`config.mk`:
```
export PLATFORM = sky130hd
export DESIGN_NAME = tgms_pid_flat
export DESIGN_NICKNAME = d
export VERILOG_FILES = /design/src/sv/tgms_pkg.sv /design/src/sv/tgms_if.sv /design/src/sv/tgms_pid.sv /design/src/flat_wrapper.sv
export SDC_FILE = /design/constraint.sdc
export NUM_CORES = 2
export LEC_CHECK = 0
export BUFFER_PORTS_ARGS = -buffer_cell sky130_fd_sc_hd__buf_2
export CAP_MARGIN = 20
export CORE_MARGIN = 1.5
export CORE_UTILIZATION = 58
export DETAILED_ROUTE_END_ITERATION = 8
export MAX_ROUTING_LAYER = met4
export PLACE_DENSITY = 0.8
export SLEW_MARGIN = 20
export SYNTH_ARGS = -nofsm -noshare
export SYNTH_HDL_FRONTEND = slang
export SYNTH_SLANG_ARGS = --single-unit
```
`constraint.sdc`:
```
create_clock -name i_clk -period 7.2 [get_ports i_clk]
set_clock_uncertainty 0.2 [all_clocks]
set_input_delay 1.44 -clock i_clk [delete_from_list [all_inputs] [get_ports i_clk]]
set_output_delay 1.44 -clock i_clk [all_outputs]
set_load 0.01 [all_outputs]
```
`src/sv/tgms_pkg.sv`:
```
// ----------------------------------------------------------------------------
// Tactile grip motion sequencer package
// Shared widths, codes, register layout and fixed-point helpers.
// ----------------------------------------------------------------------------
package tgms_pkg;

    localparam int NUM_CELLS_DEF = 18;
    localparam int FRAC_BITS_DEF = 8;

    localparam int CELL_W     = 16;
    localparam int IDX_W      = 5;
    localparam int POS_W      = 24;
    localparam int SUM_OUT_W  = 21;
    localparam int CORR_W     = 10;
    localparam int MODE_W     = 3;
    localparam int CFG_IDX_W  = 3;
    localparam int CFG_DATA_W = 16;
    localparam int TICK_W     = 8;

    localparam logic signed [31:0] POS_HI = (32'sd1 <<< (POS_W - 1)) - 32'sd1;
    localparam logic signed [31:0] POS_LO = -POS_HI - 32'sd1;

    typedef enum logic [MODE_W-1:0] {
        MODE_INIT  = 3'd0,
        MODE_FORCE = 3'd1,
        MODE_TURN  = 3'd2,
        MODE_LIFT  = 3'd3,
        MODE_BACK  = 3'd4
    } t_mode;

    typedef enum logic [CFG_IDX_W-1:0] {
        REG_TARGET       = 3'd0,
        REG_GAIN_P       = 3'd1,
        REG_GAIN_I       = 3'd2,
        REG_GAIN_D       = 3'd3,
        REG_TURN_STEP    = 3'd4,
        REG_HALF_TURN    = 3'd5,
        REG_LIFT_PER_DEG = 3'd6,
        REG_INIT_TICKS   = 3'd7
    } t_reg_idx;

    typedef struct packed {
        logic signed [CELL_W-1:0] goal_height;
        logic [CFG_DATA_W-1:0]    gain_p;
        logic [CFG_DATA_W-1:0]    gain_i;
        logic [CFG_DATA_W-1:0]    gain_d;
        logic [CFG_DATA_W-1:0]    turn_step;
        logic [CFG_DATA_W-1:0]    half_turn_angle;
        logic [CFG_DATA_W-1:0]    lift_per_degree;
        logic [TICK_W-1:0]        init_ticks;
    } t_cfg;

    localparam t_cfg CFG_RESET = '{
        goal_height:     16'sd384,
        gain_p:          16'd51,
        gain_i:          16'd0,
        gain_d:          16'd51,
        turn_step:       16'd171,
        half_turn_angle: 16'd6912,
        lift_per_degree: 16'd78,
        init_ticks:      8'd72
    };

    // Sequencer view of one tick, carried alongside the PID terms
    typedef struct packed {
        t_mode                       mode;
        logic signed [POS_W-1:0]     left_y;
        logic signed [POS_W-1:0]     left_angle;
        logic signed [SUM_OUT_W-1:0] height_sum;
        logic                        nudge;
    } t_snap;

    // Error width: one bit above the running sum of all cells
    function automatic int err_w(input int num_cells);
        return CELL_W + $clog2(num_cells + 1) + 1;
    endfunction

    // Rest position of the left finger, 135.0 before saturation
    function automatic longint base_full(input int frac_bits);
        return 64'sd135 <<< frac_bits;
    endfunction

    function automatic logic signed [POS_W-1:0] sat_pos(input logic signed [31:0] v);
        if (v > POS_HI) begin
            return POS_HI[POS_W-1:0];
        end
        if (v < POS_LO) begin
            return POS_LO[POS_W-1:0];
        end
        return v[POS_W-1:0];
    endfunction

endpackage

```
`src/sv/tgms_if.sv`:
```


interface tgms_out_if;
    logic                                  valid;
    logic                                  ready;
    logic [tgms_pkg::MODE_W-1:0]           mode;
    logic signed [tgms_pkg::POS_W-1:0]     left_y;
    logic signed [tgms_pkg::POS_W-1:0]     left_angle;
    logic signed [tgms_pkg::POS_W-1:0]     right_x;
    logic signed [tgms_pkg::SUM_OUT_W-1:0] height_sum;
    logic signed [tgms_pkg::CORR_W-1:0]    correction;

    modport source(output valid, mode, left_y, left_angle, right_x, height_sum, correction,
                   input ready);
    modport sink(input valid, mode, left_y, left_angle, right_x, height_sum, correction,
                 output ready);
endinterface


```
`src/sv/tgms_pid.sv`:
```
// ----------------------------------------------------------------------------
// PID correction and result register
// Registers the three gain products, then sums, clamps, nudges right X and
// holds the result until it is taken.
// ----------------------------------------------------------------------------
module tgms_pid #(
    parameter int NUM_CELLS = tgms_pkg::NUM_CELLS_DEF,
    parameter int FRAC_BITS = tgms_pkg::FRAC_BITS_DEF
) (
    input  logic                                          i_clk,
    input  logic                                          i_rst_n,
    input  logic                                          i_s1_valid,
    output logic                                          o_s1_ready,
    input  logic signed [tgms_pkg::err_w(NUM_CELLS)-1:0]  i_err,
    input  logic signed [tgms_pkg::err_w(NUM_CELLS)+1:0]  i_esum,
    input  logic signed [tgms_pkg::err_w(NUM_CELLS)+1:0]  i_ediff,
    input  tgms_pkg::t_snap                               i_snap,
    input  tgms_pkg::t_cfg                                i_cfg,
    tgms_out_if.source                                    o_out
);

    localparam int E_W   = tgms_pkg::err_w(NUM_CELLS);
    localparam int X_W   = E_W + 2;
    localparam int P_W   = E_W + tgms_pkg::CFG_DATA_W + 1;
    localparam int Q_W   = X_W + tgms_pkg::CFG_DATA_W + 1;
    localparam int ACC_W = Q_W + 2;
    localparam int C_W   = FRAC_BITS + 2;
    localparam int POS_W = tgms_pkg::POS_W;

    localparam logic signed [ACC_W-1:0] LIM = $signed(ACC_W'(1)) <<< (2 * FRAC_BITS);
    localparam logic signed [C_W-1:0]   ONE = $signed(C_W'(1)) <<< FRAC_BITS;

    logic                      r_s2_valid;
    logic signed [P_W-1:0]     r_pp;
    logic signed [Q_W-1:0]     r_pi;
    logic signed [Q_W-1:0]     r_pd;
    tgms_pkg::t_snap           r_s2_snap;

    logic                      r_out_valid;
    tgms_pkg::t_mode           r_out_mode;
    logic signed [POS_W-1:0]   r_out_y;
    logic signed [POS_W-1:0]   r_out_angle;
    logic signed [tgms_pkg::SUM_OUT_W-1:0] r_out_sum;
    logic signed [C_W-1:0]     r_out_corr;
    logic signed [POS_W-1:0]   r_right_x;

    logic                      out_free;
    logic                      s2_free;
    logic                      load_out;
    logic signed [P_W-1:0]     n_pp;
    logic signed [Q_W-1:0]     n_pi;
    logic signed [Q_W-1:0]     n_pd;
    logic signed [ACC_W-1:0]   acc;
    logic signed [C_W-1:0]     n_corr;
    logic signed [POS_W-1:0]   n_right_x;

    assign out_free   = !r_out_valid || o_out.ready;
    assign s2_free    = !r_s2_valid || out_free;
    assign load_out   = r_s2_valid && out_free;
    assign o_s1_ready = s2_free;

    always_comb begin
        n_pp = $signed({1'b0, i_cfg.gain_p}) * i_err;
        n_pi = $signed({1'b0, i_cfg.gain_i}) * i_esum;
        n_pd = $signed({1'b0, i_cfg.gain_d}) * i_ediff;
    end

    always_comb begin
        acc = ACC_W'(r_pp) + ACC_W'(r_pi) + ACC_W'(r_pd);
        if (acc > LIM) begin
            n_corr = ONE;
        end else if (acc < -LIM) begin
            n_corr = -ONE;
        end else begin
            n_corr = C_W'(acc >>> FRAC_BITS);
        end
        n_right_x = tgms_pkg::sat_pos(32'(r_right_x) - 32'(n_corr));
    end

    always_ff @(posedge i_clk) begin
        if (!i_rst_n) begin
            r_s2_valid <= 1'b0;
        end else if (s2_free) begin
            r_s2_valid <= i_s1_valid;
        end
    end

    always_ff @(posedge i_clk) begin
        if (s2_free && i_s1_valid) begin
            r_pp      <= n_pp;
            r_pi      <= n_pi;
            r_pd      <= n_pd;
            r_s2_snap <= i_snap;
        end
    end

    always_ff @(posedge i_clk) begin
        if (!i_rst_n) begin
            r_out_valid <= 1'b0;
            r_right_x   <= '0;
        end else begin
            if (out_free) begin
                r_out_valid <= r_s2_valid;
            end
            // Nudge right X only on the force-control tick with sum below target
            if (load_out && r_s2_snap.nudge) begin
                r_right_x <= n_right_x;
            end
        end
    end

    always_ff @(posedge i_clk) begin
        if (load_out) begin
            r_out_mode  <= r_s2_snap.mode;
            r_out_y     <= r_s2_snap.left_y;
            r_out_angle <= r_s2_snap.left_angle;
            r_out_sum   <= r_s2_snap.height_sum;
            r_out_corr  <= n_corr;
        end
    end

    assign o_out.valid      = r_out_valid;
    assign o_out.mode       = r_out_mode;
    assign o_out.left_y     = r_out_y;
    assign o_out.left_angle = r_out_angle;
    assign o_out.right_x    = r_right_x;
    assign o_out.height_sum = r_out_sum;
    assign o_out.correction = tgms_pkg::CORR_W'(r_out_corr);

endmodule

```
`src/flat_wrapper.sv`:
```
// flat-port wrapper written by rule: the top's interface ports become plain ports
module tgms_pid_flat 
#(
    parameter int NUM_CELLS = tgms_pkg::NUM_CELLS_DEF,
    parameter int FRAC_BITS = tgms_pkg::FRAC_BITS_DEF
)
  (i_clk, i_rst_n, i_s1_valid, o_s1_ready, i_err, i_esum, i_ediff, i_snap, i_cfg, o_out_valid, o_out_mode, o_out_left_y, o_out_left_angle, o_out_right_x, o_out_height_sum, o_out_correction, o_out_ready);
  tgms_out_if o_out_i ();
  input  logic i_clk;
  input  logic i_rst_n;
  input  logic i_s1_valid;
  output logic o_s1_ready;
  input  logic signed [tgms_pkg::err_w(NUM_CELLS)-1:0] i_err;
  input  logic signed [tgms_pkg::err_w(NUM_CELLS)+1:0] i_esum;
  input  logic signed [tgms_pkg::err_w(NUM_CELLS)+1:0] i_ediff;
  input  tgms_pkg::t_snap i_snap;
  input  tgms_pkg::t_cfg i_cfg;
  output wire logic [$bits(o_out_i.valid)-1:0] o_out_valid;
  output wire logic [$bits(o_out_i.mode)-1:0] o_out_mode;
  output wire logic [$bits(o_out_i.left_y)-1:0] o_out_left_y;
  output wire logic [$bits(o_out_i.left_angle)-1:0] o_out_left_angle;
  output wire logic [$bits(o_out_i.right_x)-1:0] o_out_right_x;
  output wire logic [$bits(o_out_i.height_sum)-1:0] o_out_height_sum;
  output wire logic [$bits(o_out_i.correction)-1:0] o_out_correction;
  input wire logic [$bits(o_out_i.ready)-1:0] o_out_ready;
  assign o_out_valid = o_out_i.valid;
  assign o_out_mode = o_out_i.mode;
  assign o_out_left_y = o_out_i.left_y;
  assign o_out_left_angle = o_out_i.left_angle;
  assign o_out_right_x = o_out_i.right_x;
  assign o_out_height_sum = o_out_i.height_sum;
  assign o_out_correction = o_out_i.correction;
  assign o_out_i.ready = o_out_ready;
  tgms_pid #(.NUM_CELLS(NUM_CELLS), .FRAC_BITS(FRAC_BITS)) u_core (.i_clk(i_clk), .i_rst_n(i_rst_n), .i_s1_valid(i_s1_valid), .o_s1_ready(o_s1_ready), .i_err(i_err), .i_esum(i_esum), .i_ediff(i_ediff), .i_snap(i_snap), .i_cfg(i_cfg), .o_out(o_out_i));
endmodule
```
Yosys cells after proc, flatten, opt, wreduce, memory -nomap -nowiden
Cells that the tools add are included.

Logic and storage cells: 42. Input port bits: 267. Flip-flop bits (word level): 302. Output and inout port bits: 108.

Reduce and logical (&&, ||, !) cells: 7. $lt $le $gt $ge: 4. Add/sub/neg operators: 3. Muxes and demuxes: 9. Multiply operators: 3.

Operators with widths (number): two-way mux 24 bit (4); multiplier 17 x 24 -> 41 bit (2); adder 42 x 41 -> 43 bit (1); greater-than comparator 43 x 18 -> 1 bit (second input constant) (1); less-than comparator 43 x 17 -> 1 bit (second input constant) (1); adder 39 x 41 -> 42 bit (1); multiplier 17 x 22 -> 39 bit (1); greater-than comparator 32 x 24 -> 1 bit (second input constant) (1); less-than comparator 32 x 24 -> 1 bit (second input constant) (1); subtractor 24 x 10 -> 25 bit (1); two-way mux 10 bit (2); logical AND 1 bit (3); two-way mux 1 bit (3); logical NOT 1 bit (2); logical OR 1 bit (2).

Depth between registers and ports, before layout
Word-level depth: 11. Mapped depth: 31. Depth with buffers taken out: 31.

Least setup slack after synthesis
No wires, ideal clock.

Path type: input port to flip-flop. From: input i_cfg[74] (netlist bit). To: register u_core.r_pi[39] (data pin). Path buffers: 1. Data required time: 6735 ps. Library setup time: 265 ps. Arrival: 7255 ps. Slack: -520 ps. Stages on the path: 23. Path through: clkbuf_1 -> nand2_1 -> fa_1 -> inv_1 -> fa_1 -> inv_1 -> fa_1 -> fa_1 -> fa_1 -> inv_1 -> fa_1 -> ha_1 -> a21oi_1 -> o21ai_0 -> a221oi_1 -> o21ai_0 -> a21oi_1 -> o21ai_0 -> o31a_1 -> o41a_1 -> nand2b_1 -> a32oi_1 -> xor2_1.

Cells in the longest elaborated chain, start to end: 1.

Ends and longest elaborated chain: start, declared (line flat_wrapper.sv:17) `input tgms_pkg::t_cfg i_cfg;`; multiplier 17 x 24 -> 41 bit (line tgms_pid.sv:64) `n_pi = $signed({1'b0, i_cfg.gain_i}) * i_esum;`; via u_core.n_pi[39] (line tgms_pid.sv:51) `logic signed [Q_W-1:0] n_pi;`; end signal, assigned (line tgms_pid.sv:91) `r_pi <= n_pi;`; end, declared (line tgms_pid.sv:35) `logic signed [Q_W-1:0] r_pi;`.

The timed path passes the listed nets, and every way through them passes these cells. A chain may end at the register's enable or synchronous reset.

Worst setup path in the final report
From: input i_cfg[59] (netlist bit). To: register u_core.r_pd[40] (data pin).

Cells in the longest elaborated chain, start to end: 1.

Ends and longest elaborated chain: multiplier 17 x 24 -> 41 bit (line tgms_pid.sv:65) `n_pd = $signed({1'b0, i_cfg.gain_d}) * i_ediff;`; via u_core.n_pd[40] (line tgms_pid.sv:52) `logic signed [Q_W-1:0] n_pd;`; end signal, assigned (line tgms_pid.sv:92) `r_pd <= n_pd;`; end, declared (line tgms_pid.sv:36) `logic signed [Q_W-1:0] r_pd;`.

The timed path passes the listed nets, and every way through them passes these cells.

==> reports/summary.md <==
## Global routing
* 7 — initial antenna violation count
* 195 — pin count of the biggest net entering global routing
* 0 — GRT overflow
* 29.54% — Overall Global Routing Usage
* 220300 um — global-route wire length before repair
* 44730 — vias in the first global route

## Critical path
* input pin to flop — classification of the worst setup path
* input pin — type of element launching the critical path
* 8 — Worst Path Max Fanout
* -0.03 ns — R2R setup slack
* 7.34 ns — endpoint arrival time on the critical path
* flop — Setup crit end kind
* 7.28 ns — WP data required

## Floorplan
* 309.8 um — Chip Width
* 112 — placement row count
* 375 — # IOs
* 93330 um2 — core area
* 58.51% — initial cell density of the core
* 95990 um2 — Total Die Area
* 309.8 um — die boundary height

## CTS
* 35 — Num CTS Buffers
* yes — TritonCTS clock tree
* 0.06 ns — Reg clk slew, reported paths
* 0.55 ns — worst skew pair latency
* 0 — number of hold-repair buffers added at the cts stage
* 3 — Max Root-Sink Buffers
* 2 — number of H-tree levels
* 302 — TritonCTS sink count
* clkbuf_16 — root buffer cell

## Synth
* edfxtp_1 — most used flip-flop cell after synthesis
* inv_1, fa_1, nand2_1 — list of most frequent post-synthesis cells
* 42.01% — share of Yosys cell area claimed by the top area cell type
* inv_1 — leading cell type by number of instances after synthesis
* 9.772 um2 — Synth Area per Inst
* 54600 um2 — summed instance area of the synthesized netlist
* 5588 — cells after synthesis
* 87 — Distinct cells, synth
* 16.13% — sequential fraction of the synthesis area
* 302 — number of synthesized register bits
* 0% — Post-synth ARST share
* 7365 — post-synthesis net count
* 276 — EDFF count, synth
* 0 — Yosys warning count
* fa_1, edfxtp_1, inv_1 — largest cells by area after synthesis
* fa_1 — cell type with the highest aggregate area in the netlist

## STA
* -0.06365 ns — post-route setup slack
* yes — setup repair after global routing missed its margin
* 1.187 ns — actual slew at the worst max-slew pin
* 13 — Setup violations, final
* -0.2706 ns — setup TNS
* 7.264 ns — final critical delay including setup and external delays
* 0 — Hold Vio Cnt, Final
* 20.84% — headroom to the max-slew limit
* 0 — number of pins exceeding their max-slew limit in the final report
* 137.7 MHz — top achievable clock speed
* 100.9% — Period Utilization, post-route

## Job
* 0 — number of violations of the max-capacitance limit

## Drt
* 0 — antenna-violating nets left
* 0 — DRC violation count after routing
* 42440 — routed via count
* 17.94 um — Avg WL per Cell
* 6 — drt first pass iters
* 5.453 — via-per-instance ratio
* 139600 um — WL final
* 3167 — detailed router's first-iteration violation count

## Outcome
* negative setup slack — violated checks
* finished with violations — outcome

## Finish
* 7782 — final standard cell count with taps included and fillers excluded
* 21.81% — share of layout cells above drive strength 1
* 66260 um2 — final instance area
* 6285 — number of filler cells placed in the layout
* 8271 — net total in the final layout
* 41810 um2 — area used by multi-input combinational logic
* 21.35% — Area Overhead vs Synth
* 8808 um2 — sequential cell area in the final layout

## Placement
* 0.9175 — Final GP Congestion
* 62770 um2 — Post-Place Cell Area
* -0.7852 ns — Placement Setup Slack
* 7655 — number of placed instances with taps included
* 302 — Port-buffer cells
* 113400 um — Detailed Place HPWL

## Worst hold path
* flop to flop — worst hold path type

## state kept, by name, indices dropped and copies added (netlist names)
signal,flops
u_core.r_s2_snap,73
u_core.r_pd,41
u_core.r_pi,41
u_core.r_pp,39
u_core.o_out.left_angle,24
u_core.o_out.left_y,24
u_core.o_out.right_x,24
u_core.o_out.height_sum,21
u_core.o_out.correction,10
u_core.o_out.mode,3
u_core.o_out.valid,1
u_core.r_s2_valid,1
## metal layers
| metal | GRT usage, % | wire length, um |
|---|---|---|
| met5 | - | 0 |
| met4 | 9.019 | 5547 |
| met3 | 3.258 | 9719 |
| met2 | 50.80 | 71160 |
| met1 | 36.84 | 53180 |
## path summary, 6_finish.rpt
| path | startpoint | endpoint | cells after the start |
|---|---|---|---|
| setup / recovery | i_cfg[59] | u_core.r_pd[40] | 25 |
| hold / removal | u_core.r_s2_snap[52] | u_core.o_out.left_y[6] | 0 |
| setup reg to reg | u_core.r_pp[1] | u_core.o_out.right_x[16] | 33 |
| hold reg to reg | u_core.r_s2_snap[52] | u_core.o_out.left_y[6] | 0 |
## logic make-up after synthesis
| family | Yosys count | share of synthesized area, % |
|---|---|---|
| adders and majority gates | 1516 | 50.47 |
| buffers and inverters | 1467 | 10.12 |
| muxes | 1 | 0.01833 |
| DFF | 302 | 16.13 |
| xor gates and xnor gates | 167 | 2.679 |
| and+or+nand+nor | 1539 | 13.63 |
| AOI/OAI and AO/OA | 596 | 6.954 |
## what timing repair did
action / in CTS / in global routing
endpoints found under the hold margin: 0 / 0
cloned: 0 / 6
endpoints found under the setup margin: 43 / 57
buffers inserted: 3 / 47
pin swaps: 40 / 158
gates resized for setup: 96 / 432
## critical path: stages
cell      delay (ns)
buf_12          0.12
buf_8           0.13
buf_6           0.12
and2_4          0.16
fa_1            0.53
fa_1            0.54
inv_2           0.05
fa_1            0.58
fa_1            0.49
fa_1            0.57
inv_2           0.04
fa_1            0.46
ha_1            0.34
buf_6           0.15
nand3_4         0.09
nor2_4          0.05
nand2_2         0.10
o21ai_2         0.07
a41o_4          0.27
o311ai_4        0.30
a41oi_2         0.19
o21ai_1         0.16
nand2b_1        0.08
a21oi_2         0.18
xnor2_2         0.12
## cell type report
class | count | share of cell area, %
Inverter | 1274 | 7.224
Sequential cell | 302 | 13.29
Multi-Input combinational cell | 3819 | 63.10
Timing Repair Buffer | 1062 | 12.23
Clock buffer | 42 | 1.409
Antenna cell | 8 | 0.03021
Clock inverter | 21 | 0.3456
Tap cell | 1254 | 2.368
## per-stage QoR
| step | hold slack, ns | util (%) |
|---|---|---|
| after floorplan | 0.2003 | - |
| after global placement | 0.2007 | 67.26 |
| after detailed placement | 0.2045 | 67.26 |
| after CTS | 0.2146 | 68.94 |
| after global routing | 0.2149 | 70.99 |
| final | 0.2083 | 71.00 |
## layout by cell type, fill, tap and decap left out, drive strengths merged, types with 8 or more instances in the layout
| cell type | n |
|---|---|
| inv | 1278 |
| fa | 1146 |
| buf | 1043 |
| nand2 | 761 |
| and2 | 463 |
| ha | 364 |
| edfxtp | 276 |
| a21oi | 190 |
| o21ai | 144 |
| xnor2 | 113 |
| nor2 | 108 |
| clkbuf | 61 |
| a21o | 58 |
| xor2 | 54 |
| nand3 | 41 |
| nand4 | 28 |
| dfxtp | 26 |
| nand2b | 26 |
| nor3 | 26 |
| a211oi | 23 |
| o21bai | 22 |
| o21a | 21 |
| and3 | 18 |
| nor2b | 17 |
| a31oi | 17 |
| o31ai | 16 |
| o211ai | 15 |
| or3 | 14 |
| a21boi | 13 |
| clkinv | 12 |
| diode | 8 |
| nor4 | 8 |
Power is left out: the tool's default activity adds up to more than one toggle a clock period on the data nets, which glitch-free logic cannot reach.
