--- src/sv/tgms_pkg.sv ---
// ----------------------------------------------------------------------------
// Tactile grip motion sequencer package
// Shared widths, codes, register layout and fixed-point helpers.
// ----------------------------------------------------------------------------
package tgms_pkg;

    localparam int NUM_CELLS_DEF = 18;
    localparam int FRAC_BITS_DEF = 8;

    localparam int CELL_W     = 16;
    localparam int IDX_W      = 5;
    localparam int POS_W      = 24;
    localparam int SUM_OUT_W  = 21;
    localparam int CORR_W     = 10;
    localparam int MODE_W     = 3;
    localparam int CFG_IDX_W  = 3;
    localparam int CFG_DATA_W = 16;
    localparam int TICK_W     = 8;

    localparam logic signed [31:0] POS_HI = (32'sd1 <<< (POS_W - 1)) - 32'sd1;
    localparam logic signed [31:0] POS_LO = -POS_HI - 32'sd1;

    typedef enum logic [MODE_W-1:0] {
        MODE_INIT  = 3'd0,
        MODE_FORCE = 3'd1,
        MODE_TURN  = 3'd2,
        MODE_LIFT  = 3'd3,
        MODE_BACK  = 3'd4
    } t_mode;

    typedef enum logic [CFG_IDX_W-1:0] {
        REG_TARGET       = 3'd0,
        REG_GAIN_P       = 3'd1,
        REG_GAIN_I       = 3'd2,
        REG_GAIN_D       = 3'd3,
        REG_TURN_STEP    = 3'd4,
        REG_HALF_TURN    = 3'd5,
        REG_LIFT_PER_DEG = 3'd6,
        REG_INIT_TICKS   = 3'd7
    } t_reg_idx;

    typedef struct packed {
        logic signed [CELL_W-1:0] goal_height;
        logic [CFG_DATA_W-1:0]    gain_p;
        logic [CFG_DATA_W-1:0]    gain_i;
        logic [CFG_DATA_W-1:0]    gain_d;
        logic [CFG_DATA_W-1:0]    turn_step;
        logic [CFG_DATA_W-1:0]    half_turn_angle;
        logic [CFG_DATA_W-1:0]    lift_per_degree;
        logic [TICK_W-1:0]        init_ticks;
    } t_cfg;

    localparam t_cfg CFG_RESET = '{
        goal_height:     16'sd384,
        gain_p:          16'd51,
        gain_i:          16'd0,
        gain_d:          16'd51,
        turn_step:       16'd171,
        half_turn_angle: 16'd6912,
        lift_per_degree: 16'd78,
        init_ticks:      8'd72
    };

    // Sequencer view of one tick, carried alongside the PID terms
    typedef struct packed {
        t_mode                       mode;
        logic signed [POS_W-1:0]     left_y;
        logic signed [POS_W-1:0]     left_angle;
        logic signed [SUM_OUT_W-1:0] height_sum;
        logic                        nudge;
    } t_snap;

    // Error width: one bit above the running sum of all cells
    function automatic int err_w(input int num_cells);
        return CELL_W + $clog2(num_cells + 1) + 1;
    endfunction

    // Rest position of the left finger, 135.0 before saturation
    function automatic longint base_full(input int frac_bits);
        return 64'sd135 <<< frac_bits;
    endfunction

    function automatic logic signed [POS_W-1:0] sat_pos(input logic signed [31:0] v);
        if (v > POS_HI) begin
            return POS_HI[POS_W-1:0];
        end
        if (v < POS_LO) begin
            return POS_LO[POS_W-1:0];
        end
        return v[POS_W-1:0];
    endfunction

endpackage

--- src/sv/tgms_if.sv ---
// ----------------------------------------------------------------------------
// Tactile grip motion sequencer channels
// Request, result and register-write channels with valid/ready handshake.
// ----------------------------------------------------------------------------
interface tgms_in_if;
    logic                               valid;
    logic                               ready;
    logic                               func;
    logic [tgms_pkg::IDX_W-1:0]         cell_index;
    logic signed [tgms_pkg::CELL_W-1:0] cell_value;

    modport source(output valid, func, cell_index, cell_value, input ready);
    modport sink(input valid, func, cell_index, cell_value, output ready);
endinterface


--- src/sv/tgms_state.sv ---
// ----------------------------------------------------------------------------
// Cell store and sequencer
// Registers requests, keeps cells and running sum, shifts the error history
// and steps the motion modes; passes tick terms on to the PID stage.
// ----------------------------------------------------------------------------
module tgms_state #(
    parameter int NUM_CELLS = tgms_pkg::NUM_CELLS_DEF,
    parameter int FRAC_BITS = tgms_pkg::FRAC_BITS_DEF
) (
    input  logic                                          i_clk,
    input  logic                                          i_rst_n,
    tgms_in_if.sink                                       i_in,
    input  tgms_pkg::t_cfg                                i_cfg,
    input  logic [31-FRAC_BITS:0]                         i_lift,
    input  logic signed [31:0]                            i_y_limit,
    input  logic                                          i_s1_ready,
    output logic                                          o_s1_valid,
    output logic signed [tgms_pkg::err_w(NUM_CELLS)-1:0]  o_err,
    output logic signed [tgms_pkg::err_w(NUM_CELLS)+1:0]  o_esum,
    output logic signed [tgms_pkg::err_w(NUM_CELLS)+1:0]  o_ediff,
    output tgms_pkg::t_snap                               o_snap
);

    localparam int E_W    = tgms_pkg::err_w(NUM_CELLS);
    localparam int SUM_W  = E_W - 1;
    localparam int X_W    = E_W + 2;
    localparam int CIDX_W = (NUM_CELLS > 1) ? $clog2(NUM_CELLS) : 1;
    localparam int POS_W  = tgms_pkg::POS_W;

    localparam logic signed [POS_W-1:0] Y_RESET =
        tgms_pkg::sat_pos(32'(tgms_pkg::base_full(FRAC_BITS)));

    // Request register
    logic                              r_in_valid;
    logic                              r_in_func;
    logic [tgms_pkg::IDX_W-1:0]        r_in_idx;
    logic signed [tgms_pkg::CELL_W-1:0] r_in_val;

    // Block state
    logic signed [tgms_pkg::CELL_W-1:0] r_cells [NUM_CELLS];
    logic signed [SUM_W-1:0]           r_sum;
    logic signed [E_W-1:0]             r_e1;
    logic signed [E_W-1:0]             r_e2;
    tgms_pkg::t_mode                   r_mode;
    logic [tgms_pkg::TICK_W-1:0]       r_init_cnt;
    logic signed [POS_W-1:0]           r_y;
    logic signed [POS_W-1:0]           r_angle;

    // Tick stage
    logic                              r_s1_valid;
    logic signed [E_W-1:0]             r_err;
    logic signed [X_W-1:0]             r_esum;
    logic signed [X_W-1:0]             r_ediff;
    tgms_pkg::t_snap                   r_snap;

    logic                              s1_free;
    logic                              take;
    logic                              tick;
    logic                              cell_ok;
    logic [CIDX_W-1:0]                 cidx;
    logic signed [SUM_W-1:0]           n_sum;
    logic signed [E_W-1:0]             n_err;
    logic signed [X_W-1:0]             n_esum;
    logic signed [X_W-1:0]             n_ediff;
    tgms_pkg::t_mode                   n_mode;
    logic [tgms_pkg::TICK_W-1:0]       n_init_cnt;
    logic signed [POS_W-1:0]           n_y;
    logic signed [POS_W-1:0]           n_angle;
    logic                              n_nudge;
    logic signed [31:0]                lift_ext;
    logic signed [31:0]                step_ext;

    assign s1_free    = !r_s1_valid || i_s1_ready;
    // A cell write never waits; a tick waits for room in the tick stage
    assign take       = r_in_valid && (!r_in_func || s1_free);
    assign tick       = take && r_in_func;
    assign i_in.ready = !r_in_valid || take;

    assign cell_ok = 32'(r_in_idx) < NUM_CELLS;
    assign cidx    = CIDX_W'(r_in_idx);
    assign n_sum   = r_sum + SUM_W'(r_in_val) - SUM_W'(r_cells[cidx]);

    always_comb begin
        n_err   = E_W'(i_cfg.goal_height) - E_W'(r_sum);
        n_esum  = X_W'(n_err) + X_W'(r_e1) + X_W'(r_e2);
        n_ediff = X_W'(n_err) - (X_W'(r_e1) <<< 1) + X_W'(r_e2);
    end

    assign lift_ext = $signed(32'(i_lift));
    assign step_ext = $signed(32'(i_cfg.turn_step));

    always_comb begin
        n_mode     = r_mode;
        n_init_cnt = r_init_cnt;
        n_y        = r_y;
        n_angle    = r_angle;
        n_nudge    = 1'b0;
        case (r_mode)
            tgms_pkg::MODE_INIT: begin
                if (r_init_cnt >= i_cfg.init_ticks) begin
                    n_mode = tgms_pkg::MODE_FORCE;
                end else begin
                    n_init_cnt = r_init_cnt + 1'b1;
                end
            end
            tgms_pkg::MODE_FORCE: begin
                n_nudge = n_err > 0;
                n_mode  = tgms_pkg::MODE_TURN;
            end
            tgms_pkg::MODE_TURN: begin
                n_angle = tgms_pkg::sat_pos(32'(r_angle) + step_ext);
                if (32'(n_angle) > $signed(32'(i_cfg.half_turn_angle))) begin
                    n_mode = tgms_pkg::MODE_LIFT;
                end
            end
            tgms_pkg::MODE_LIFT: begin
                n_y = tgms_pkg::sat_pos(32'(r_y) + lift_ext);
                if (32'(n_y) > i_y_limit) begin
                    n_mode = tgms_pkg::MODE_BACK;
                end
            end
            tgms_pkg::MODE_BACK: begin
                n_angle = tgms_pkg::sat_pos(32'(r_angle) - step_ext);
                n_y     = tgms_pkg::sat_pos(32'(r_y) - lift_ext);
                if (n_angle[POS_W-1]) begin
                    n_mode = tgms_pkg::MODE_TURN;
                end
            end
            default: ;
        endcase
    end

    always_ff @(posedge i_clk) begin
        if (!i_rst_n) begin
            r_in_valid <= 1'b0;
        end else if (i_in.ready) begin
            r_in_valid <= i_in.valid;
        end
    end

    always_ff @(posedge i_clk) begin
        if (i_in.ready && i_in.valid) begin
            r_in_func <= i_in.func;
            r_in_idx  <= i_in.cell_index;
            r_in_val  <= i_in.cell_value;
        end
    end

    always_ff @(posedge i_clk) begin
        if (!i_rst_n) begin
            for (int i = 0; i < NUM_CELLS; i++) begin
                r_cells[i] <= '0;
            end
            r_sum      <= '0;
            r_e1       <= '0;
            r_e2       <= '0;
            r_mode     <= tgms_pkg::MODE_INIT;
            r_init_cnt <= '0;
            r_y        <= Y_RESET;
            r_angle    <= '0;
        end else if (tick) begin
            r_e2       <= r_e1;
            r_e1       <= n_err;
            r_mode     <= n_mode;
            r_init_cnt <= n_init_cnt;
            r_y        <= n_y;
            r_angle    <= n_angle;
        end else if (take && cell_ok) begin
            r_cells[cidx] <= r_in_val;
            r_sum         <= n_sum;
        end
    end

    always_ff @(posedge i_clk) begin
        if (!i_rst_n) begin
            r_s1_valid <= 1'b0;
        end else if (s1_free) begin
            r_s1_valid <= tick;
        end
    end

    always_ff @(posedge i_clk) begin
        if (tick) begin
            r_err             <= n_err;
            r_esum            <= n_esum;
            r_ediff           <= n_ediff;
            r_snap.mode       <= n_mode;
            r_snap.left_y     <= n_y;
            r_snap.left_angle <= n_angle;
            r_snap.height_sum <= tgms_pkg::SUM_OUT_W'(r_sum);
            r_snap.nudge      <= n_nudge;
        end
    end

    assign o_s1_valid = r_s1_valid;
    assign o_err      = r_err;
    assign o_esum     = r_esum;
    assign o_ediff    = r_ediff;
    assign o_snap     = r_snap;

endmodule

--- src/flat_wrapper.sv ---
// flat-port wrapper written by rule: the top's interface ports become plain ports
module tgms_state_flat 
#(
    parameter int NUM_CELLS = tgms_pkg::NUM_CELLS_DEF,
    parameter int FRAC_BITS = tgms_pkg::FRAC_BITS_DEF
)
  (i_clk, i_rst_n, i_cfg, i_lift, i_y_limit, i_s1_ready, o_s1_valid, o_err, o_esum, o_ediff, o_snap, i_in_valid, i_in_func, i_in_cell_index, i_in_cell_value, i_in_ready);
  tgms_in_if i_in_i ();
  input  logic i_clk;
  input  logic i_rst_n;
  input  tgms_pkg::t_cfg i_cfg;
  input  logic [31-FRAC_BITS:0] i_lift;
  input  logic signed [31:0] i_y_limit;
  input  logic i_s1_ready;
  output logic o_s1_valid;
  output logic signed [tgms_pkg::err_w(NUM_CELLS)-1:0] o_err;
  output logic signed [tgms_pkg::err_w(NUM_CELLS)+1:0] o_esum;
  output logic signed [tgms_pkg::err_w(NUM_CELLS)+1:0] o_ediff;
  output tgms_pkg::t_snap o_snap;
  input wire logic [$bits(i_in_i.valid)-1:0] i_in_valid;
  input wire logic [$bits(i_in_i.func)-1:0] i_in_func;
  input wire logic [$bits(i_in_i.cell_index)-1:0] i_in_cell_index;
  input wire logic [$bits(i_in_i.cell_value)-1:0] i_in_cell_value;
  output wire logic [$bits(i_in_i.ready)-1:0] i_in_ready;
  assign i_in_i.valid = i_in_valid;
  assign i_in_i.func = i_in_func;
  assign i_in_i.cell_index = i_in_cell_index;
  assign i_in_i.cell_value = i_in_cell_value;
  assign i_in_ready = i_in_i.ready;
  tgms_state #(.NUM_CELLS(NUM_CELLS), .FRAC_BITS(FRAC_BITS)) u_core (.i_clk(i_clk), .i_rst_n(i_rst_n), .i_in(i_in_i), .i_cfg(i_cfg), .i_lift(i_lift), .i_y_limit(i_y_limit), .i_s1_ready(i_s1_ready), .o_s1_valid(o_s1_valid), .o_err(o_err), .o_esum(o_esum), .o_ediff(o_ediff), .o_snap(o_snap));
endmodule
--- config.mk ---
export PLATFORM = sky130hd
export DESIGN_NAME = tgms_state_flat
export DESIGN_NICKNAME = d
export VERILOG_FILES = /design/src/sv/tgms_pkg.sv /design/src/sv/tgms_if.sv /design/src/sv/tgms_state.sv /design/src/flat_wrapper.sv
export SDC_FILE = /design/constraint.sdc
export NUM_CORES = 2
export LEC_CHECK = 0
export BUFFER_PORTS_ARGS = -buffer_cell sky130_fd_sc_hd__buf_2
export CAP_MARGIN = 20
export CORE_ASPECT_RATIO = 0.75
export CORE_MARGIN = 10
export CORE_UTILIZATION = 55
export CTS_CLUSTER_SIZE = 40
export DETAILED_ROUTE_END_ITERATION = 10
export PLACE_DENSITY = 0.74
export SYNTH_ARGS = -nofsm -noshare
export SYNTH_HDL_FRONTEND = slang
export SYNTH_SLANG_ARGS = --single-unit
--- constraint.sdc ---
create_clock -name i_clk -period 6.8 [get_ports i_clk]
set_input_delay 1.36 -clock i_clk [delete_from_list [all_inputs] [get_ports i_clk]]
set_output_delay 1.36 -clock i_clk [all_outputs]
set_load 0.01 [all_outputs]
=== After elaboration in Yosys (flattened, before gate mapping) ===
Memories as Yosys holds them, arrays and structs flattened. A register that Yosys moved wholly into a read port is not among the register bits.
Cells that the tools add are included.

* Add/sub/neg operators: 12
* $mul: 0
* Divide/modulo/power cells: 0
* $lt $le $gt $ge: 13
* Eq/ne operators: 4
* Shifts and indexed selects: 0
* Muxes and demuxes: 55
* Bitwise logic cells: 2
* Reduce and logical (&&, ||, !) cells: 14

{| class="wikitable"
|+ Operators with widths
! kind !! number
|-
| 24-bit 2-to-1 mux || 19
|-
| 32-bit by 24-bit greater-than comparator with 1-bit output, second input constant || 4
|-
| 32-bit by 24-bit less-than comparator with 1-bit output, second input constant || 4
|-
| 24-bit one-hot mux with 2 select lines || 2
|-
| 24-bit by 32-bit greater-than comparator with 1-bit output || 1
|-
| 24-bit by 25-bit adder with 26-bit output || 1
|-
| 1-bit 2-to-1 mux || 26
|-
| 24-bit by 25-bit subtractor with 26-bit output || 1
|-
| 24-bit by 17-bit adder with 25-bit output || 1
|-
| 24-bit by 17-bit subtractor with 25-bit output || 1
|-
| 23-bit by 22-bit adder with 24-bit output || 1
|-
| 24-bit by 22-bit adder with 24-bit output || 1
|-
| 24-bit by 17-bit greater-than comparator with 1-bit output || 1
|-
| 22-bit by 23-bit subtractor with 24-bit output || 1
|-
| 22-bit by 22-bit adder with 23-bit output || 1
|-
| 22-bit by 1-bit greater-than comparator with 1-bit output, second input constant || 1
|-
| 16-bit by 21-bit subtractor with 22-bit output || 1
|-
| 21-bit by 16-bit adder with 21-bit output || 1
|-
| 21-bit by 16-bit subtractor with 21-bit output || 1
|-
| 16-bit 2-to-1 mux || 1
|-
| 16-bit OR reduction || 1
|-
| 3-bit one-hot mux with 5 select lines || 1
|-
| 3-bit 2-to-1 mux || 4
|-
| 5-bit 2-to-1 mux || 2
|-
| other kinds (13) || 22
|}

* Register bits after elaboration: 291
* Bits in latches: 0
* RAM bits: 288
* ROM bits: 0
* Input bits: 202
* Output and inout bits: 145
* Logic and storage cells: 121
* Memories: 1

{| class="wikitable"
|+ Memories
! memory !! words !! bits a word !! read ports !! clocked after Yosys merged registers in !! wr ports !! line !! RTL
|-
| u_core.r_cells || 18 || 16 || 1 || 1 || 18 || tgms_state.sv:40 || <nowiki>logic signed [tgms_pkg::CELL_W-1:0] r_cells [NUM_CELLS];</nowiki>
|}

=== Depth between registers and ports, before layout ===
* Depth after elaboration: 12
* Depth in mapped cells: 27
* Mapped depth without buffers: 26

=== Least setup slack after synthesis ===
No wires, ideal clock.

* Path kind: input -> register
* From: in i_s1_ready
* To: reg u_core.r_ediff[0] (netlist: u_core.o_ediff[0]) (enable)
* Library setup time: 0.563 ns
* Arrival: 6.200 ns
* Data required time: 6.237 ns
* Setup slack: 0.037 ns
* Stages: 5
* Buffers on the path: 2
* Cells stage by stage: nand2b_1 nand3_1 inv_1 clkbuf_1 clkbuf_1

* Longest elaborated chain between the ends: 4

{| class="wikitable"
|+ RTL lines
! what !! line !! RTL
|-
| from (decl) || flat_wrapper.sv:14 || <nowiki>input logic i_s1_ready;</nowiki>
|-
| 1-bit logical OR || tgms_state.sv:73 || <nowiki>assign s1_free = !r_s1_valid || i_s1_ready;</nowiki>
|-
| 1-bit logical OR || tgms_state.sv:75 || <nowiki>assign take = r_in_valid && (!r_in_func || s1_free);</nowiki>
|-
| 1-bit logical AND || tgms_state.sv:75 ||
|-
| 1-bit logical AND || tgms_state.sv:76 || <nowiki>assign tick = take && r_in_func;</nowiki>
|-
| via u_core.tick || tgms_state.sv:58 || <nowiki>logic tick;</nowiki>
|-
| to (signal assigned) || tgms_state.sv:186 || <nowiki>r_ediff <= n_ediff;</nowiki>
|-
| to (decl) || tgms_state.sv:53 || <nowiki>logic signed [X_W-1:0] r_ediff;</nowiki>
|}

The timed path passes the listed nets, and every way through them passes these cells.
A chain may end at the register's enable or synchronous reset.

=== Final worst setup path ===
* From: in i_lift[0]
* To: reg u_core.r_snap, in the netlist u_core.o_snap[71], data pin

* Longest elaborated chain between the ends: 11
* Elaborated cells between the ends (all ways): 15
* Those cells by class: add/sub (1); order compare (3); mux (11)

{| class="wikitable"
|+ RTL lines
! what !! line !! RTL
|-
| from (decl) || flat_wrapper.sv:12 || <nowiki>input logic [31-FRAC_BITS:0] i_lift;</nowiki>
|-
| 24-bit by 25-bit adder with 26-bit output * || tgms_state.sv:117 || <nowiki>n_y = tgms_pkg::sat_pos(32'(r_y) + lift_ext);</nowiki>
|-
| 32-bit by 24-bit less-than comparator with 1-bit output || tgms_pkg.sv:87 || <nowiki>if (v < POS_LO) begin</nowiki>
|-
| 1-bit 2-to-1 mux (2 in a row) || tgms_pkg.sv:87 ||
|-
| 1-bit 2-to-1 mux || tgms_state.sv:98 || <nowiki>case (r_mode)</nowiki>
|-
| 24-bit 2-to-1 mux || tgms_pkg.sv:90 || <nowiki>return v[POS_W-1:0];</nowiki>
|-
| 24-bit 2-to-1 mux * || tgms_pkg.sv:87 ||
|-
| 24-bit 2-to-1 mux * || tgms_state.sv:98 ||
|-
| 24-bit by 32-bit greater-than comparator with 1-bit output * || tgms_state.sv:118 || <nowiki>if (32'(n_y) > i_y_limit) begin</nowiki>
|-
| 3-bit 2-to-1 mux * || tgms_state.sv:118 ||
|-
| 3-bit one-hot mux with 5 select lines * || tgms_state.sv:98 ||
|-
| via u_core.n_mode[1] || tgms_state.sv:65 || <nowiki>tgms_pkg::t_mode n_mode;</nowiki>
|-
| to (decl) || tgms_state.sv:54 || <nowiki>tgms_pkg::t_snap r_snap;</nowiki>
|}

The timed path passes the listed nets; every way through them passes the cells marked *. The select of a mux whose other input is x is not followed.

==> results.sh <==
export IMPL_drt_total_wl_mm=118
export IMPL_path_delay_family="compound AO/OA/AOI/OAI gates"
export IMPL_yosysMostFrequentCell="edfxtp_1"
export IMPL_syn_area_per_cell_um2=11.7
export IMPL_maxCapViolCount=0
export IMPL_r2r_end="u_core.r_sum[20]"
export IMPL_die_y_um=264
export IMPL_power_leakage_nw=20.6
export IMPL_reg2reg_depth=18
export IMPL_rsz0062_at_grt="false"
export IMPL_r2r_slack_ns=0.57
export IMPL_drtIter0Drc=3448
export IMPL_antenna_found_initial=7
export IMPL_final_period_utilization_pct=92.9
export IMPL_first_pass_iters=6
export IMPL_holdCritStartpoint="u_core.r_sum[17]"
export IMPL_cts_hold_buf=0
export IMPL_ys_ff_latch=808
export IMPL_peakVddDrop_uv=225
export IMPL_drc=0
export IMPL_finalNonFillerCells=5382
export IMPL_timing_fmax_mhz=158
export IMPL_hpwlAfterDp_mm=83.2
export IMPL_period_minus_slack_ns=6.32
export IMPL_vias=31400
export IMPL_synth_cell_types=99
export IMPL_cts_resized=0
export IMPL_cp_max_fo=3
export IMPL_cp_end_kind="flip-flop"
export IMPL_critPathLaunchType="input port"
export IMPL_grt_pass1_vias=30300
export IMPL_power_density_nw_per_um2=264
export IMPL_slew_viol_final=0
export IMPL_clkSinkCount=808
export IMPL_core_um2=78600
export IMPL_grt_first_pass_wirelength_mm=179
export IMPL_netlist_instances=3716
export IMPL_rows=89
export IMPL_worstSkewPairLatency_ns=0.65
export IMPL_cts_reportedPaths_clkPinSlew_ns=0.07
export IMPL_synth_edf_count=677
export IMPL_grt_remaining_overflow=0
export IMPL_finalHoldViolCount=0
export IMPL_cpPeakStageDelay_ns=0.49
export IMPL_cts_root_buf="clkbuf_16"
export IMPL_min_to="u_core.o_snap[18]"
export IMPL_worst_ep_required_time_ns=7.19
export IMPL_synth_yosys_seq_area_share_pct=52.6
export IMPL_num_io_pins=347
export IMPL_yosys_top_cells_count="edfxtp_1 (677), nor2_1 (491), inv_1 (365)"
export IMPL_async_reset_ff_share_pct=0
export IMPL_fin_worst_skew_ns=0.0183
export IMPL_worst_pin_slew_ns=1.19
export IMPL_dpl_cell_count=5236
export IMPL_holdPathStages=0
export IMPL_port_buffers=282
export IMPL_synth_ff_type="edfxtp_1"
export IMPL_cp_data_arrival_time_ns=6.71
export IMPL_start_util_pct=55.5
export IMPL_fin_nets=4769
export IMPL_multi_input_comb_area_um2=19500
export IMPL_max_slew_margin_rel_pct=20.5
export IMPL_htree_levels=3
export IMPL_seq_area_um2=23000
export IMPL_clockBufferDepth=3
export IMPL_finalSetupViolations=0
export IMPL_fill_cells=6084
export IMPL_critPathBufInv=4
export IMPL_track_usage_pct=25.3
export IMPL_syn_area_um2=43600
export IMPL_post_drt_wl_per_cell_um=22.0
export IMPL_yosysTopAreaCellShare_pct=46.6
export IMPL_gp_routability_congestion=0.935
export IMPL_total_power_mw=13.3
export IMPL_worstSetupPathType="in -> reg"
export IMPL_ys_top_cells_by_area="edfxtp_1 (47%), mux4_2 (8.3%), ha_1 (6.5%)"
export IMPL_layout_drive_gt1_share_pct=18.2
export IMPL_area_growth_pct=15.3
export IMPL_grt_max_degree=113
export IMPL_cts_tree="built"
export IMPL_cts_buffers=79
export IMPL_viasPerCell=5.83
export IMPL_yosys_area_top_type="edfxtp_1"
export IMPL_status="completed"
export IMPL_die_area_um2=91100
export IMPL_cp_slowest_cell="o21ai_0"
export IMPL_ys_warn_count=0
export IMPL_postRouteAntennaNets=0
export IMPL_die_w_um=345
export IMPL_post_cts_buffers=0
export IMPL_min_path_type="reg -> reg"
## power by group
part | switching (mW) | internal [mW] | total (mW)
sequential | 0.128 | 5.66 | 5.78
clock | 1.97 | 2.55 | 4.52
combinational | 1.72 | 1.25 | 2.97
## through the flow
step,setup TNS (ns),hold WS (ns),setup WS (ns),util [%],area [µm²]
finish,0,0.462,0.482,64.0,50300
floorplan,0,0.430,0.0371,-,44500
CTS,0,0.461,0.460,64.0,50300
detailed placement,-0.317,0.443,-0.112,60.6,47700
global route,0,0.480,0.0118,64.0,50300
global placement,-0.00758,0.444,-0.00758,60.6,47700
## per-layer routing
layer	up-vias	GRT usage, %	share of wire (%)
met5	-	0	0.052
met4	10	8.38	3.4
met3	236	8.10	12
met2	1586	37.8	44
met1	15200	34.7	41
li1	14300	-	-
## worst register-to-register path, delay by kind of cell (launching register included)
| family | cells | cell delay, ns |
|---|---|---|
| xor+xnor | 1 | 0.14 |
| compound gates | 8 | 2.01 |
| mux | 3 | 1.44 |
| buf+inv | 1 | 0.34 |
| fa+ha+maj | 2 | 0.96 |
| flops | 1 | 0.62 |
| simple gates | 3 | 0.65 |
## state kept, by name, summed over array words and instances (netlist names), 22 cells and up, named ones only
signal          count
u_core.o_ediff     24
u_core.o_err       22
u_core.o_esum      24
u_core.o_snap      73
u_core.r_angle     24
u_core.r_cells    512
u_core.r_e1        22
u_core.r_e2        22
u_core.r_y         24
## worst max path at each step
stage / startpoint / endpoint / cells after the start / slack, ns
after floorplan: i_s1_ready / u_core.o_ediff[0] / 5 / 0.04
after global placement: i_lift[12] / u_core.o_snap[71] / 29 / -0.008
after detailed placement: i_lift[12] / u_core.o_snap[71] / 29 / -0.11
after CTS: flip-flop / u_core.r_sum[20] / 18 / 0.46
after global routing: i_lift[0] / u_core.o_snap[71] / 29 / 0.01
final: i_lift[0] / u_core.o_snap[71] / 29 / 0.48
## cells by family after synthesis
family | Yosys count | synth area share (%)
other cells | 1 | 0.00859
fa+ha+maj | 295 | 9.66
simple gates | 1017 | 10.2
mux | 185 | 8.88
compound gates | 725 | 11.0
flops | 808 | 52.6
xor+xnor | 142 | 2.85
buf+inv | 543 | 4.75
## layout by cell type, fill, tap and decap left out, types with 9 or more instances in the layout
master / instances
edfxtp_1: 677
nor2_1: 490
inv_1: 363
buf_2: 282
nand2_1: 253
ha_1: 225
conb_1: 224
a21oi_1: 200
mux4_2: 160
o21ai_0: 149
buf_4: 140
dfxtp_1: 127
xnor2_1: 105
clkbuf_16: 80
fa_1: 70
a21o_1: 69
nor3_1: 57
nand3_1: 39
xor2_1: 37
o21a_1: 35
o211ai_1: 32
a31oi_1: 32
nand2b_1: 27
nand4_1: 27
nor2b_1: 27
o21bai_1: 25
and3_1: 23
or3_1: 20
a211oi_1: 19
mux2_2: 18
a221oi_1: 17
o21ba_2: 16
clkbuf_1: 15
a22oi_1: 14
clkinv_1: 14
o31ai_1: 12
or2_2: 11
clkinv_2: 11
and2_1: 9
bufinv_16: 9
## cell type report
cell class | instances | share of cell area [%]
antenna | 1 | 0.00497
clock buffer | 97 | 4.15
clock inverter | 47 | 1.05
inverter | 367 | 2.76
multi-input combinational | 2588 | 38.7
sequential | 808 | 45.6
tap | 1046 | 2.60
timing repair buffer | 428 | 5.13
Power figures use the tool's default switching activity.
